--- src/rtl/bbc_pkg.sv ---
// package with shared types and constants of the bracket balance checker
`timescale 1ns / 1ps
`default_nettype none
package bbc_pkg;

  typedef enum logic [2:0] {
    VERDICT_OK       = 3'd0,
    VERDICT_MISMATCH = 3'd1,
    VERDICT_EMPTY    = 3'd2,
    VERDICT_UNCLOSED = 3'd3,
    VERDICT_OVERFLOW = 3'd4
  } verdict_t;

  typedef enum logic [1:0] {
    KIND_PAREN   = 2'd0,
    KIND_BRACE   = 2'd1,
    KIND_BRACKET = 2'd2
  } kind_t;

  localparam logic [7:0] CH_PAREN_OPEN    = 8'h28;
  localparam logic [7:0] CH_PAREN_CLOSE   = 8'h29;
  localparam logic [7:0] CH_BRACE_OPEN    = 8'h7B;
  localparam logic [7:0] CH_BRACE_CLOSE   = 8'h7D;
  localparam logic [7:0] CH_BRACKET_OPEN  = 8'h5B;
  localparam logic [7:0] CH_BRACKET_CLOSE = 8'h5D;

  localparam int unsigned PEAK_W = 8;

  typedef struct packed {
    logic     is_last;
    logic     pop_ok;
    kind_t    kind;
    verdict_t early_err;
  } stage_ctl_t;

endpackage
`default_nettype wire

--- src/rtl/bbc_if.sv ---
// channel interfaces for character input and verdict output
`timescale 1ns / 1ps
`default_nettype none


interface bbc_out_if;
  logic       valid;
  logic       ready;
  logic [2:0] verdict;
  logic [7:0] max_depth_seen;

  modport source (output valid, output verdict, output max_depth_seen, input ready);
  modport sink (input valid, input verdict, input max_depth_seen, output ready);
endinterface
`default_nettype wire

--- src/rtl/bbc_back.sv ---
// check stage: match against popped entry, sticky error, depth peak, verdict register
`timescale 1ns / 1ps
`default_nettype none
module bbc_back #(
  parameter int unsigned CW = 8
) (
  input  wire logic                clk,
  input  wire logic                rst_n,
  input  wire logic                in_fire,
  input  wire bbc_pkg::stage_ctl_t ctl,
  input  wire logic [CW-1:0]       cnt_after,
  input  wire bbc_pkg::kind_t      top_kind,
  output logic                     s2_go,
  bbc_out_if.source                out_bus
);

  bbc_pkg::stage_ctl_t ctl_r;
  logic [CW-1:0]       cnt_r;
  logic                s2_v_r;
  bbc_pkg::verdict_t   err_r;
  bbc_pkg::verdict_t   err_nxt;
  bbc_pkg::verdict_t   item_err;
  bbc_pkg::verdict_t   verdict;
  logic [CW-1:0]       peak_r;
  logic [CW-1:0]       peak_nxt;
  logic [CW+7:0]       peak_ext;
  logic [bbc_pkg::PEAK_W-1:0] peak_sat;
  logic                out_v_r;
  bbc_pkg::verdict_t   out_verdict_r;
  logic [bbc_pkg::PEAK_W-1:0] out_depth_r;
  logic                s2_fire;

  assign s2_go   = !s2_v_r || !ctl_r.is_last || !out_v_r || out_bus.ready;
  assign s2_fire = s2_v_r && s2_go;

  always_comb begin
    priority if (ctl_r.early_err != bbc_pkg::VERDICT_OK) begin
      item_err = ctl_r.early_err;
    end else if (ctl_r.pop_ok && (top_kind != ctl_r.kind)) begin
      item_err = bbc_pkg::VERDICT_MISMATCH;
    end else begin
      item_err = bbc_pkg::VERDICT_OK;
    end

    err_nxt  = (err_r != bbc_pkg::VERDICT_OK) ? err_r : item_err;
    peak_nxt = peak_r;
    if ((err_nxt == bbc_pkg::VERDICT_OK) && (cnt_r > peak_r)) begin
      peak_nxt = cnt_r;
    end

    priority if (err_nxt != bbc_pkg::VERDICT_OK) begin
      verdict = err_nxt;
    end else if (cnt_r != '0) begin
      verdict = bbc_pkg::VERDICT_UNCLOSED;
    end else begin
      verdict = bbc_pkg::VERDICT_OK;
    end

    peak_ext = {8'd0, peak_nxt};
    peak_sat = (peak_ext > (CW + 8)'(255)) ? 8'hFF : peak_ext[bbc_pkg::PEAK_W-1:0];
  end

  always_ff @(posedge clk) begin
    if (in_fire) begin
      ctl_r <= ctl;
      cnt_r <= cnt_after;
    end
  end

  always_ff @(posedge clk) begin
    if (!rst_n) begin
      s2_v_r <= 1'b0;
      err_r  <= bbc_pkg::VERDICT_OK;
      peak_r <= '0;
    end else begin
      if (in_fire) begin
        s2_v_r <= 1'b1;
      end else if (s2_go) begin
        s2_v_r <= 1'b0;
      end
      if (s2_fire) begin
        if (ctl_r.is_last) begin
          err_r  <= bbc_pkg::VERDICT_OK;
          peak_r <= '0;
        end else begin
          err_r  <= err_nxt;
          peak_r <= peak_nxt;
        end
      end
    end
  end

  always_ff @(posedge clk) begin
    if (!rst_n) begin
      out_v_r <= 1'b0;
    end else if (s2_fire && ctl_r.is_last) begin
      out_v_r <= 1'b1;
    end else if (out_bus.ready) begin
      out_v_r <= 1'b0;
    end
  end

  always_ff @(posedge clk) begin
    if (s2_fire && ctl_r.is_last) begin
      out_verdict_r <= verdict;
      out_depth_r   <= peak_sat;
    end
  end

  assign out_bus.valid          = out_v_r;
  assign out_bus.verdict        = out_verdict_r;
  assign out_bus.max_depth_seen = out_depth_r;

endmodule
`default_nettype wire

--- src/flat_wrapper.sv ---
// flat-port wrapper written by rule: the top's interface ports become plain ports
module bbc_back_flat 
#(
  parameter int unsigned CW = 8
)
  (clk, rst_n, in_fire, ctl, cnt_after, top_kind, s2_go, out_bus_valid, out_bus_verdict, out_bus_max_depth_seen, out_bus_ready);
  bbc_out_if out_bus_i ();
  input  wire logic clk;
  input  wire logic rst_n;
  input  wire logic in_fire;
  input  wire bbc_pkg::stage_ctl_t ctl;
  input  wire logic [CW-1:0] cnt_after;
  input  wire bbc_pkg::kind_t top_kind;
  output logic s2_go;
  output wire logic [$bits(out_bus_i.valid)-1:0] out_bus_valid;
  output wire logic [$bits(out_bus_i.verdict)-1:0] out_bus_verdict;
  output wire logic [$bits(out_bus_i.max_depth_seen)-1:0] out_bus_max_depth_seen;
  input wire logic [$bits(out_bus_i.ready)-1:0] out_bus_ready;
  assign out_bus_valid = out_bus_i.valid;
  assign out_bus_verdict = out_bus_i.verdict;
  assign out_bus_max_depth_seen = out_bus_i.max_depth_seen;
  assign out_bus_i.ready = out_bus_ready;
  bbc_back #(.CW(CW)) u_core (.clk(clk), .rst_n(rst_n), .in_fire(in_fire), .ctl(ctl), .cnt_after(cnt_after), .top_kind(top_kind), .s2_go(s2_go), .out_bus(out_bus_i));
endmodule
--- config.mk ---
export PLATFORM = sky130hd
export DESIGN_NAME = bbc_back_flat
export DESIGN_NICKNAME = d
export VERILOG_FILES = /design/src/rtl/bbc_pkg.sv /design/src/rtl/bbc_if.sv /design/src/rtl/bbc_back.sv /design/src/flat_wrapper.sv
export SDC_FILE = /design/constraint.sdc
export NUM_CORES = 1
export LEC_CHECK = 0
export BUFFER_PORTS_ARGS = -buffer_cell sky130_fd_sc_hd__buf_2
export CORE_ASPECT_RATIO = 0.9
export CORE_UTILIZATION = 40
export CTS_CLUSTER_DIAMETER = 200
export DETAILED_ROUTE_END_ITERATION = 6
export GPL_TIMING_DRIVEN = 0
export RECOVER_POWER = 50
export SETUP_SLACK_MARGIN = 0.15
export SKIP_LAST_GASP = 1
export SLEW_MARGIN = 20
export SYNTH_ARGS = -nofsm -noshare
export SYNTH_HDL_FRONTEND = slang
export SYNTH_SLANG_ARGS = --single-unit
--- constraint.sdc ---
create_clock -name clk -period 3.5 [get_ports clk]
set_clock_uncertainty 0.05 [all_clocks]
set_input_delay 0.175 -clock clk [delete_from_list [all_inputs] [get_ports clk]]
set_output_delay 0.175 -clock clk [all_outputs]
set_load 0.005 [all_outputs]
# Word-level counts from Yosys, hierarchy flattened
# Index checks and enable logic that the tools add are counted.
op_classes:
  magnitude_cmp: 1
  eq_ne: 1
  muxes: 12
  n_reduce_logical: 17
ops:
  columns: ["op", "n"]
  rows:
  - ["$mux W8", 2]
  - ["$mux W3", 4]
  - ["$reduce_bool A3 Y1", 3]
  - ["$gt A8 B8 Y1", 1]
  - ["$reduce_bool A8 Y1", 1]
  - ["$mux W1", 5]
  - ["$logic_and A1 B1 Y1", 4]
  - ["$reduce_bool A2 Y1", 2]
  - ["$logic_not A1 Y1", 3]
  - ["$logic_not A3 Y1", 1]
  - ["$logic_or A1 B1 Y1", 3]
  - ["$mux W2", 1]
  - ["$ne A2 B2 Y1", 1]
word_totals:
  regBits: 39
  in_bits: 21
  elab_cells: 42

# Longest topological paths before layout
# Gate-level depths: netlist (run 1).
depth:
  depth_word: 9
  depth_mapped: 9

# Worst setup path before layout (run 1)
# Ideal clock, no wire load.
synth_path:
  path_type: "reg-to-reg"
  startpoint: "register u_core.ctl_r[2] (netlist bit)"
  endpoint: "register u_core.out_depth_r, in the netlist u_core.out_bus.max_depth_seen[0] (data pin)"
  setup_time_ps: 260
  arrival_ps: 1688
  slack_ps: 1503
  stages_incl_launch_ff: 6
  cell_sequence: "edfxtp_1 -> or4_1 -> nor3_2 -> o211ai_1 -> a21oi_4 -> mux2_2"
synth_between:
  elab_chain_cells: 6
synth_rtl:
  columns: ["element", "line", "rtl"]
  rows:
  - ["start: declaration", "bbc_back.sv:17", "bbc_pkg::stage_ctl_t ctl_r;"]
  - ["start signal: assignment", "bbc_back.sv:65", "ctl_r <= ctl;"]
  - ["$reduce_bool A3 Y1", "bbc_back.sv:37", "priority if (ctl_r.early_err != bbc_pkg::VERDICT_OK) begin"]
  - ["$mux W3 *", "bbc_back.sv:37", null]
  - ["$mux W3 *", "bbc_back.sv:45", "err_nxt = (err_r != bbc_pkg::VERDICT_OK) ? err_r : item_err;"]
  - ["$logic_not A3 Y1 *", "bbc_back.sv:47", "if ((err_nxt == bbc_pkg::VERDICT_OK) && (cnt_r > peak_r)) begin"]
  - ["$logic_and A1 B1 Y1 *", "bbc_back.sv:47", null]
  - ["$mux W8 *", "bbc_back.sv:47", null]
  - ["via u_core.peak_nxt[0]", "bbc_back.sv:25", "logic [CW-1:0] peak_nxt;"]
  - ["end signal: assignment", "bbc_back.sv:106", "out_depth_r <= peak_sat;"]
  - ["end: declaration", "bbc_back.sv:30", "logic [bbc_pkg::PEAK_W-1:0] out_depth_r;"]
# The timed path passes the listed nets; every way through them passes the cells marked *.
# A chain may end at the register's enable or synchronous reset.

# Worst setup path in the final report (run 1)
layout_path:
  startpoint: "register u_core.ctl_r[2] (netlist bit)"
  endpoint: "register u_core.out_depth_r, in the netlist u_core.out_bus.max_depth_seen[2] (data pin)"
# The elaborated chain is that of the path after synthesis.

==> run_results.csv, run 1 <==
group,metric,value,unit
clock_tree,cts.sinks,39,
grt,grt_usage,15.0,%
floorplan,rows,21,
placement,dp_hpwl,2040,um
sta,setup_viol,0,
floorplan,ios,34,
route,dr.pass1.iters,4,
placement,port_buffers,33,
worst_setup_path,crit_path_start_kind,"register",
clock_tree,clockBufferDepth,2,
route,vias_per_cell,5.04,
sta,rsz0062_at_grt,"false",
sta,finalHoldViolations,0,
route,post-route-drc-count,0,
sta,maxSlewHeadroom,40.0,%
outcome,outcome,"finished, final reports clean",
clock_tree,path_clk_slew,70,ps
clock_tree,numCtsBuffers,5,
yosys,yosys_register_bits,39,
sta,fin_setup_tns,0,ps
pwr,cellLeakagePower,0.793,nW
route,wl_per_cell,12.7,um
sta,tightest_slew,897,ps
sta,finalCritPeriodShare,62.3,%
grt,overflow,0,
floorplan,initial_utilization,42.7,%
layout,drive_gt1_share,24.3,%
placement,gp_congestion,0.849,
grt,grt_max_degree,17,
worst_setup_path,cp_max_fo,10,
grt,antenna_found_initial,0,
yosys,synth.top_cell.area_share,48.0,%
yosys,synthTopCellsByArea,"edfxtp_1 (48%), dfxtp_1 (16%), ha_1 (6.1%), a22o_1 (4.3%), o21ai_0 (3.1%)",
route,drtIter0Drc,27,
floorplan,die_y,62.5,um
grt,grt_pass1_vias,1118,
worst_hold_path,holdCritPathClass,"in -> reg",
sta,hold_ws,8.73,ps
route,via_count,1125,
sta,fmax,0.459,GHz
layout,n_antenna_cell,0,
sta,finalWorstPathRequiredPeriod,2180,ps
floorplan,core,3810,um2
yosys,syn-cell-area,1630,um2
floorplan,die_w,69.2,um
yosys,synth_area_leader_cell,"edfxtp_1",
route,wirelength,2830,um
yosys,ys_seq_area_share,64.0,%
run,drv_cap,0,
yosys,yosysWarnings,0,
yosys,syn-instance-count,131,
sta,setup_ws,1320,ps
clock_tree,cts_root_buf,"clkbuf_8",
worst_setup_path,cp.arrival,2150,ps
worst_setup_path,criticalPathCategory,"reg -> reg",
worst_setup_path,crit_required,3470,ps
worst_setup_path,end_kind,"register",
clock_tree,ctsResizeCount,0,
floorplan,die_area,4330,um2
clock_tree,cts_setup_buffers,0,
layout,fin_nets,205,
placement,place_ws,1320,ps
clock_tree,cts_max_level,2,
pwr,ir_drop,0.282,mV
clock_tree,cts_tree,"done",
yosys,syn-num-nets,160,
layout,syn_to_final_growth,23.1,%
clock_tree,insertion_delay,280,ps
yosys,avgSynthCellArea,12.4,um2
route,ant_nets,0,
grt,grt_pass1_wl,5060,um
yosys,synth.distinct_cells,29,
sta,drv_slew,0,
pwr,power.density,482,nW/um2
[cell usage after synthesis]
master / instances
a21boi_0: 1
a21o_1: 2
a21oi_1: 6
a21oi_4: 1
a22o_1: 8
a31oi_1: 1
and4b_1: 1
buf_2: 1
buf_4: 1
dfxtp_1: 13
edfxtp_1: 26
ha_1: 8
inv_1: 10
mux2_2: 1
nand2_1: 12
nand2b_1: 1
nand3_1: 3
nand4_1: 2
nor2_1: 8
nor2b_1: 3
nor3_1: 2
nor3_2: 1
nor3b_1: 1
nor4_1: 2
o211ai_1: 2
o21ai_0: 10
o22ai_2: 1
or4_1: 1
xor2_1: 2
[through the flow]
step	total power [W]	util (%)	std cells	instance area (um2)
3_3_place_gp	0.000612	48.6	210	1850
3_5_place_dp	0.000615	48.6	210	1850
6_report	0.000965	52.6	223	2000
4_1_cts	0.000970	51.4	218	1960
2_1_floorplan	0.000582	-	131	1630
5_1_grt	0.00101	52.6	223	2000
[path summary, 6_finish.rpt]
check                        start                               end  slack [ps]  cells after the start
setup / recovery   u_core.ctl_r[2]  u_core.out_bus.max_depth_seen[2]        1320                      6
hold / removal              ctl[4]                   u_core.ctl_r[4]           9                      1
setup reg to reg   u_core.ctl_r[2]  u_core.out_bus.max_depth_seen[2]        1320                      6
hold reg to reg   u_core.peak_r[4]                  u_core.peak_r[4]         430                      1
[metal layers]
layer / GRT usage (%) / vias to the layer above / share of wire, %
met4: 6.89 / 0 / 1.2
li1: - / 574 / -
met1: 19.8 / 515 / 50
met5: 0 / - / 0
met3: 4.52 / 5 / 5.1
met2: 22.6 / 31 / 43
[power breakdown]
group          internal [W]  switching (W)
logic             0.0000358      0.0000400
clock network      0.000209       0.000149
registers          0.000516      0.0000171
[timing repair]
action                     CTS  global route
hold buffers                 0             5
hold endpoints to repair     0             5
setup endpoints to repair    0             0
[critical path: stages (launching register included)]
cell and delay (ps):
edfxtp_1 420, or4_1 500, nor3_2 160, o211ai_1 160
a21oi_4 270, buf_2 240, o21ai_0 120
[kinds of logic (layout without fill, tap and decap cells)]
group / Yosys count / in the layout / synth area share (%)
AOI/OAI and AO/OA: 32 / 32 / 13.7
xor gates and xnor gates: 2 / 2 / 1.08
adders and majority gates: 8 / 8 / 6.15
buffers and inverters: 12 / 58 / 3.07
DFF: 39 / 39 / 64.0
muxes: 1 / 1 / 0.692
and+or+nand+nor: 37 / 37 / 11.4
[final cells by class]
type,instances,area (um2)
fill,334,1810
clock inverter,3,38.8
tap,46,57.6
multi-input combinational,80,537
sequential,39,1040
clock buffer,5,68.8
buffer,2,12.5
inverter,10,37.5
timing repair buffer,38,211
[cells in the final DEF (no fill, tap or decap), types with 2 or more instances in the layout]
cell	synthesis	routed
nor2_1	8	8
nand2_1	12	12
nor2b_1	3	3
clkbuf_1	0	3
a21o_1	2	2
nand4_1	2	2
edfxtp_1	26	26
o21ai_0	10	10
clkbuf_8	0	5
o211ai_1	2	2
buf_2	1	31
a21oi_1	6	6
dlygate4sd3_1	0	5
dfxtp_1	13	13
nor3_1	2	2
xor2_1	2	2
a22o_1	8	8
nor4_1	2	2
ha_1	8	8
nand3_1	3	3
inv_1	10	10
[registers in the layout, summed over array words and instances, names as in the netlist]
register / cells
u_core.cnt_r: 8
u_core.out_bus.max_depth_seen: 8
u_core.peak_r: 8
u_core.ctl_r: 7
u_core.err_r: 3
u_core.out_bus.verdict: 3
u_core.out_bus.valid: 1
u_core.s2_v_r: 1
(Power assumes the default switching activity.)
==> inputs of run 2 (changes only) <==
Clock period 3.5 ns to 2.2 ns, I/O delays scaled along.
==> run 2 against run 1 <==
Sequential cell count did not move. Total power rose by 63%. Final cell count rose by 5.8%. Fmax rose by 3.2%. Sequential power rose by 59%. Worst hold slack improved by 120 ps. Highest routed layer unchanged.
==> run_results.csv, run 2 (synthesized netlist as in run 1, its figures left out) <==
group,metric,value,unit
run,drv_cap,0,
worst_setup_path,slowest_delay,490,ps
worst_hold_path,holdCritPathClass,"in -> reg",
layout,fin_nets,218,
floorplan,die_area,4330,um2
route,vias_per_cell,5.03,
grt,grt_usage,16.0,%
layout,syn_to_final_growth,34.0,%
layout,final_util,57.2,%
clock_tree,cts_max_level,2,
pwr,ir_drop,0.456,mV
route,dr.pass1.iters,4,
worst_setup_path,crit_chain,"ha_4 -> nor2b_4 -> o211ai_1 -> a21o_1 -> a21oi_4 -> and4b_1 -> buf_6 -> a22o_1",
route,ant_nets,0,
sta,fmax,0.473,GHz
floorplan,core,3810,um2
worst_setup_path,cp.arrival,2290,ps
sta,finalHoldViolations,0,
pwr,cellLeakagePower,0.857,nW
floorplan,rows,21,
grt,grt_max_degree,17,
sta,rsz0062_at_grt,"true",
worst_setup_path,path_buf_inv,1,
worst_setup_path,r2r-start,"u_core.cnt_r[1]",
placement,dp_hpwl,2040,um
worst_setup_path,crit_family,"compound AO/OA/AOI/OAI gates",
layout,final_cell_mix,"buf_2 (29), edfxtp_1 (26), dlygate4sd3_1 (15)",
worst_setup_path,crit_path_start_kind,"register",
grt,grt_pass1_wl,5420,um
clock_tree,clockBufferDepth,2,
outcome,outcome,"finished, final reports clean",
worst_setup_path,regToRegSetupSlack,90,ps
floorplan,die_y,62.5,um
layout,mostFrequentLayoutCell,"buf_2",
sta,fin_setup_tns,0,ps
grt,grt_pass1_vias,1223,
clock_tree,path_clk_slew,70,ps
grt,overflow,0,
sta,finalWorstPathRequiredPeriod,2110,ps
grt,antenna_found_initial,0,
sta,setup_viol,0,
layout,n_antenna_cell,0,
worst_setup_path,cp_max_fo,8,
sta,finalCritPeriodShare,96.0,%
floorplan,ios,34,
route,drtIter0Drc,27,
clock_tree,numCtsBuffers,5,
pwr,finalPower,0.00158,W
worst_setup_path,crit_required,2380,ps
floorplan,initial_utilization,42.7,%
worst_hold_path,min_from,"rst_n",
route,post-route-drc-count,0,
pwr,power.density,723,nW/um2
clock_tree,insertion_delay,290,ps
route,wl_per_cell,13.1,um
clock_tree,cts.sinks,39,
layout,drive_gt1_share,25.8,%
worst_setup_path,end_kind,"register",
placement,port_buffers,33,
worst_hold_path,hold_depth,3,
clock_tree,cts_root_buf,"clkbuf_8",
route,via_count,1188,
worst_hold_path,whs_endpoint,"u_core.out_bus.valid",
worst_setup_path,ff2ff_path_depth,8,
sta,maxSlewHeadroom,38.5,%
sta,hold_ws,126,ps
placement,gp_congestion,0.849,
clock_tree,cts_tree,"done",
worst_setup_path,cp_slowest_cell,"edfxtp_1",
sta,tightest_slew,919,ps
worst_setup_path,criticalPathCategory,"reg -> reg",
floorplan,die_w,69.2,um
sta,drv_slew,0,
worst_setup_path,r2r_end,"u_core.peak_r[5]",
route,wirelength,3080,um
[run 2: cell types whose count changed in the layout (fill, tap and decap cells not counted), sizes merged]
| cell | previous run | this run |
|---|---|---|
| dlygate4sd3 | 5 | 15 |
| clkbuf | 8 | 9 |
| buf | 32 | 34 |
[run 2: routing by layer]
metal | GRT usage, % | up-vias | wire (um)
li1 | - | 599 | -
met1 | 20.2 | 550 | 1470
met2 | 25.8 | 34 | 1440
met3 | 4.35 | 5 | 140
met4 | 6.89 | 0 | 36
met5 | 0 | - | 0
[run 2: what timing repair did]
item,4_1_cts,5_1_grt
buffers inserted,2,1
hold endpoints to repair,15,0
pin swaps,0,9
resized for setup,5,7
hold buffers,15,0
endpoints found under the setup margin,16,16
[run 2: through the flow]
step,worst slack (ps),cells,instance area (um2)
after CTS,112,235,2140
after global placement,51.1,210,1850
after global routing,4.94,236,2180
after detailed placement,19.4,210,1850
after floorplan,203,131,1630
final,87.9,236,2180
[run 2: worst reg2reg max path: cells and delay by family (launching register included)]
| kind | cells | cell delay [ps] |
|---|---|---|
| AO/OA/AOI/OAI | 4 | 680 |
| AND/OR/NAND/NOR | 2 | 380 |
| buffers and inverters | 1 | 140 |
| flip-flops | 1 | 490 |
| adder cells (fa/ha/maj) | 1 | 320 |
[run 2: area by class of cell]
class	instances	area [um2]
inverter	10	37.5
buffer	2	22.5
sequential	39	1040
fill	310	1630
clock buffer	5	68.8
clock inverter	3	38.8
tap	46	57.6
multi-input combinational	80	582
timing repair buffer	51	333
[run 2: power breakdown]
| group | internal [W] | switching (W) | total, W |
|---|---|---|---|
| Sequential | 0.000820 | 0.0000295 | 0.000850 |
| Clock | 0.000332 | 0.000242 | 0.000574 |
| Combinational | 0.0000810 | 0.0000726 | 0.000154 |
| Total | 0.00123 | 0.000344 | 0.00158 |
[run 2: worst max path at each step]
stage                          startpoint                          endpoint  cells after the start  slack (ps)
after floorplan           u_core.ctl_r[2]  u_core.out_bus.max_depth_seen[0]                      5         200
after global placement    u_core.ctl_r[2]  u_core.out_bus.max_depth_seen[0]                      5          50
after detailed placement  u_core.ctl_r[2]  u_core.out_bus.max_depth_seen[2]                      6          20
after CTS                 u_core.ctl_r[2]                  u_core.peak_r[5]                      6         110
after global routing      u_core.cnt_r[1]                  u_core.peak_r[3]                      8           5
final                     u_core.cnt_r[1]                  u_core.peak_r[5]                      8          90
==> inputs of run 3 (changes only) <==
Settings changed: PLACE_DENSITY_LB_ADDON set to 0.3.
==> run 3 against run 2 <==
Global-route usage is 0.092 points higher. Clock power fell by 23%. Register-to-register slack is essentially flat. Die area is the same. Critical path type unchanged. Critical endpoint is now u_core.out_bus.max_depth_seen[0]. Largest cell class unchanged. Largest power group unchanged.
==> run_results.csv, run 3 (synthesized netlist as in run 1, its figures left out) <==
group,metric,value,unit
sta,finalWorstPathRequiredPeriod,2110,ps
clock_tree,numCtsBuffers,5,
layout,fin_nets,220,
clock_tree,clockBufferDepth,2,
layout,syn_to_final_growth,31.7,%
pwr,finalPower,0.00145,W
pwr,ir_drop,0.413,mV
layout,drive_gt1_share,24.0,%
placement,numPlacedInstances,210,
pwr,power.density,678,nW/um2
worst_setup_path,crit_required,2190,ps
sta,setup_viol,0,
placement,port_buffers,33,
clock_tree,cts_tree,"done",
layout,final_cell_mix,"buf_2 (27), edfxtp_1 (26), dlygate4sd3_1 (15)",
route,wl_per_cell,13.8,um
sta,setup_ws,87.5,ps
worst_setup_path,cp.arrival,2100,ps
pwr,cellLeakagePower,0.836,nW
clock_tree,cts.sinks,39,
grt,grt_max_degree,17,
floorplan,die_w,69.2,um
grt,overflow,0,
sta,drv_slew,0,
grt,antenna_found_initial,0,
worst_setup_path,end_kind,"register",
route,vias_per_cell,5.13,
clock_tree,cts_max_level,2,
floorplan,die_area,4330,um2
layout,n_antenna_cell,0,
worst_setup_path,crit_chain,"ha_1 -> nor2b_1 -> o211ai_1 -> a21o_1 -> a21oi_4 -> mux2_4",
layout,stdcell_count,238,
sta,fmax,0.473,GHz
worst_setup_path,path_buf_inv,0,
sta,rsz0062_at_grt,"true",
placement,place_area,1850,um2
route,wirelength,3290,um
clock_tree,path_clk_slew,70,ps
route,dr.pass1.iters,4,
grt,grt_usage,16.1,%
grt,grt_pass1_wl,5380,um
route,post-route-drc-count,0,
clock_tree,insertion_delay,280,ps
floorplan,die_y,62.5,um
worst_setup_path,cp_slowest_cell,"edfxtp_1",
layout,regArea,1040,um2
floorplan,ios,34,
worst_setup_path,crit_family,"compound AO/OA/AOI/OAI gates",
route,via_count,1221,
sta,tightest_slew,868,ps
sta,maxSlewHeadroom,42.0,%
floorplan,initial_utilization,42.7,%
worst_setup_path,criticalPathCategory,"reg -> reg",
placement,place_ws,-11.0,ps
placement,gp_congestion,0.779,
run,drv_cap,0,
sta,fin_setup_tns,0,ps
layout,mostFrequentLayoutCell,"buf_2",
layout,multiInputGateArea,562,um2
floorplan,core,3810,um2
sta,finalHoldViolations,0,
layout,stdcell_area,2140,um2
route,drtIter0Drc,66,
grt,grt_pass1_vias,1178,
outcome,outcome,"finished, final reports clean",
placement,dp_hpwl,2190,um
worst_hold_path,holdCritPathClass,"in -> reg",
worst_setup_path,slowest_delay,460,ps
worst_setup_path,crit_path_start_kind,"register",
layout,fillers,305,
route,ant_nets,0,
sta,finalCritPeriodShare,96.0,%
clock_tree,cts_root_buf,"clkbuf_8",
worst_setup_path,cp_max_fo,5,
floorplan,rows,21,
[run 3: cell types whose count changed in the layout (fill, tap and decap cells not counted), sizes merged]
| cell | delta |
|---|---|
| clkinv | -2 |
| bufinv | -1 |
| clkbuf | +5 |
[run 3: layout make-up]
cell class                 instances  share of cell area, %
multi-input combinational         80                   26.2
sequential                        39                   48.6
inverter                          10                   1.75
buffer                             2                  0.876
clock buffer                       8                   3.74
tap                               46                   2.69
timing repair buffer              53                   16.1
[run 3: path summary, 6_finish.rpt]
check,from,end,slack (ps),depth (start not counted)
hold / removal,rst_n,u_core.s2_v_r,130,3
setup reg to reg,u_core.cnt_r[1],u_core.out_bus.max_depth_seen[0],90,6
setup / recovery,u_core.cnt_r[1],u_core.out_bus.max_depth_seen[0],90,6
hold reg to reg,u_core.peak_r[5],u_core.peak_r[5],430,1
[run 3: worst min-delay path: stages]
cell     delay [ps]
buf_2           100
inv_1            90
a21oi_1         110
[run 3: what timing repair did]
action | 4_1_cts | 5_1_grt
resized for setup | 5 | 4
endpoints found under the setup margin | 16 | 16
pin swaps | 1 | 7
setup buffers | 2 | 3
endpoints found under the hold margin | 15 | 0
hold buffers | 15 | 0
[run 3: power breakdown]
group | leakage (nW) | internal [W] | total, W | switching (W)
Combinational | 0.434 | 0.0000817 | 0.000159 | 0.0000771
Sequential | 0.362 | 0.000821 | 0.000850 | 0.0000295
Clock | 0.0395 | 0.000225 | 0.000444 | 0.000219
Total | 0.836 | 0.00113 | 0.00145 | 0.000326
[run 3: routing by layer]
metal	part of all wire [%]	wire [um]	vias up	GRT usage, %
met2	52	1690	58	28.2
met3	7.8	255	4	5.16
met4	0.82	27	0	8.16
li1	-	-	600	-
met5	0	0	-	0
met1	40	1310	559	17.4
[run 3: through the flow]
step,hold WS (ps),util (%)
after floorplan,159,-
after global placement,236,48.6
after detailed placement,238,48.6
after CTS,93.5,55.5
after global routing,160,56.3
final,127,56.3
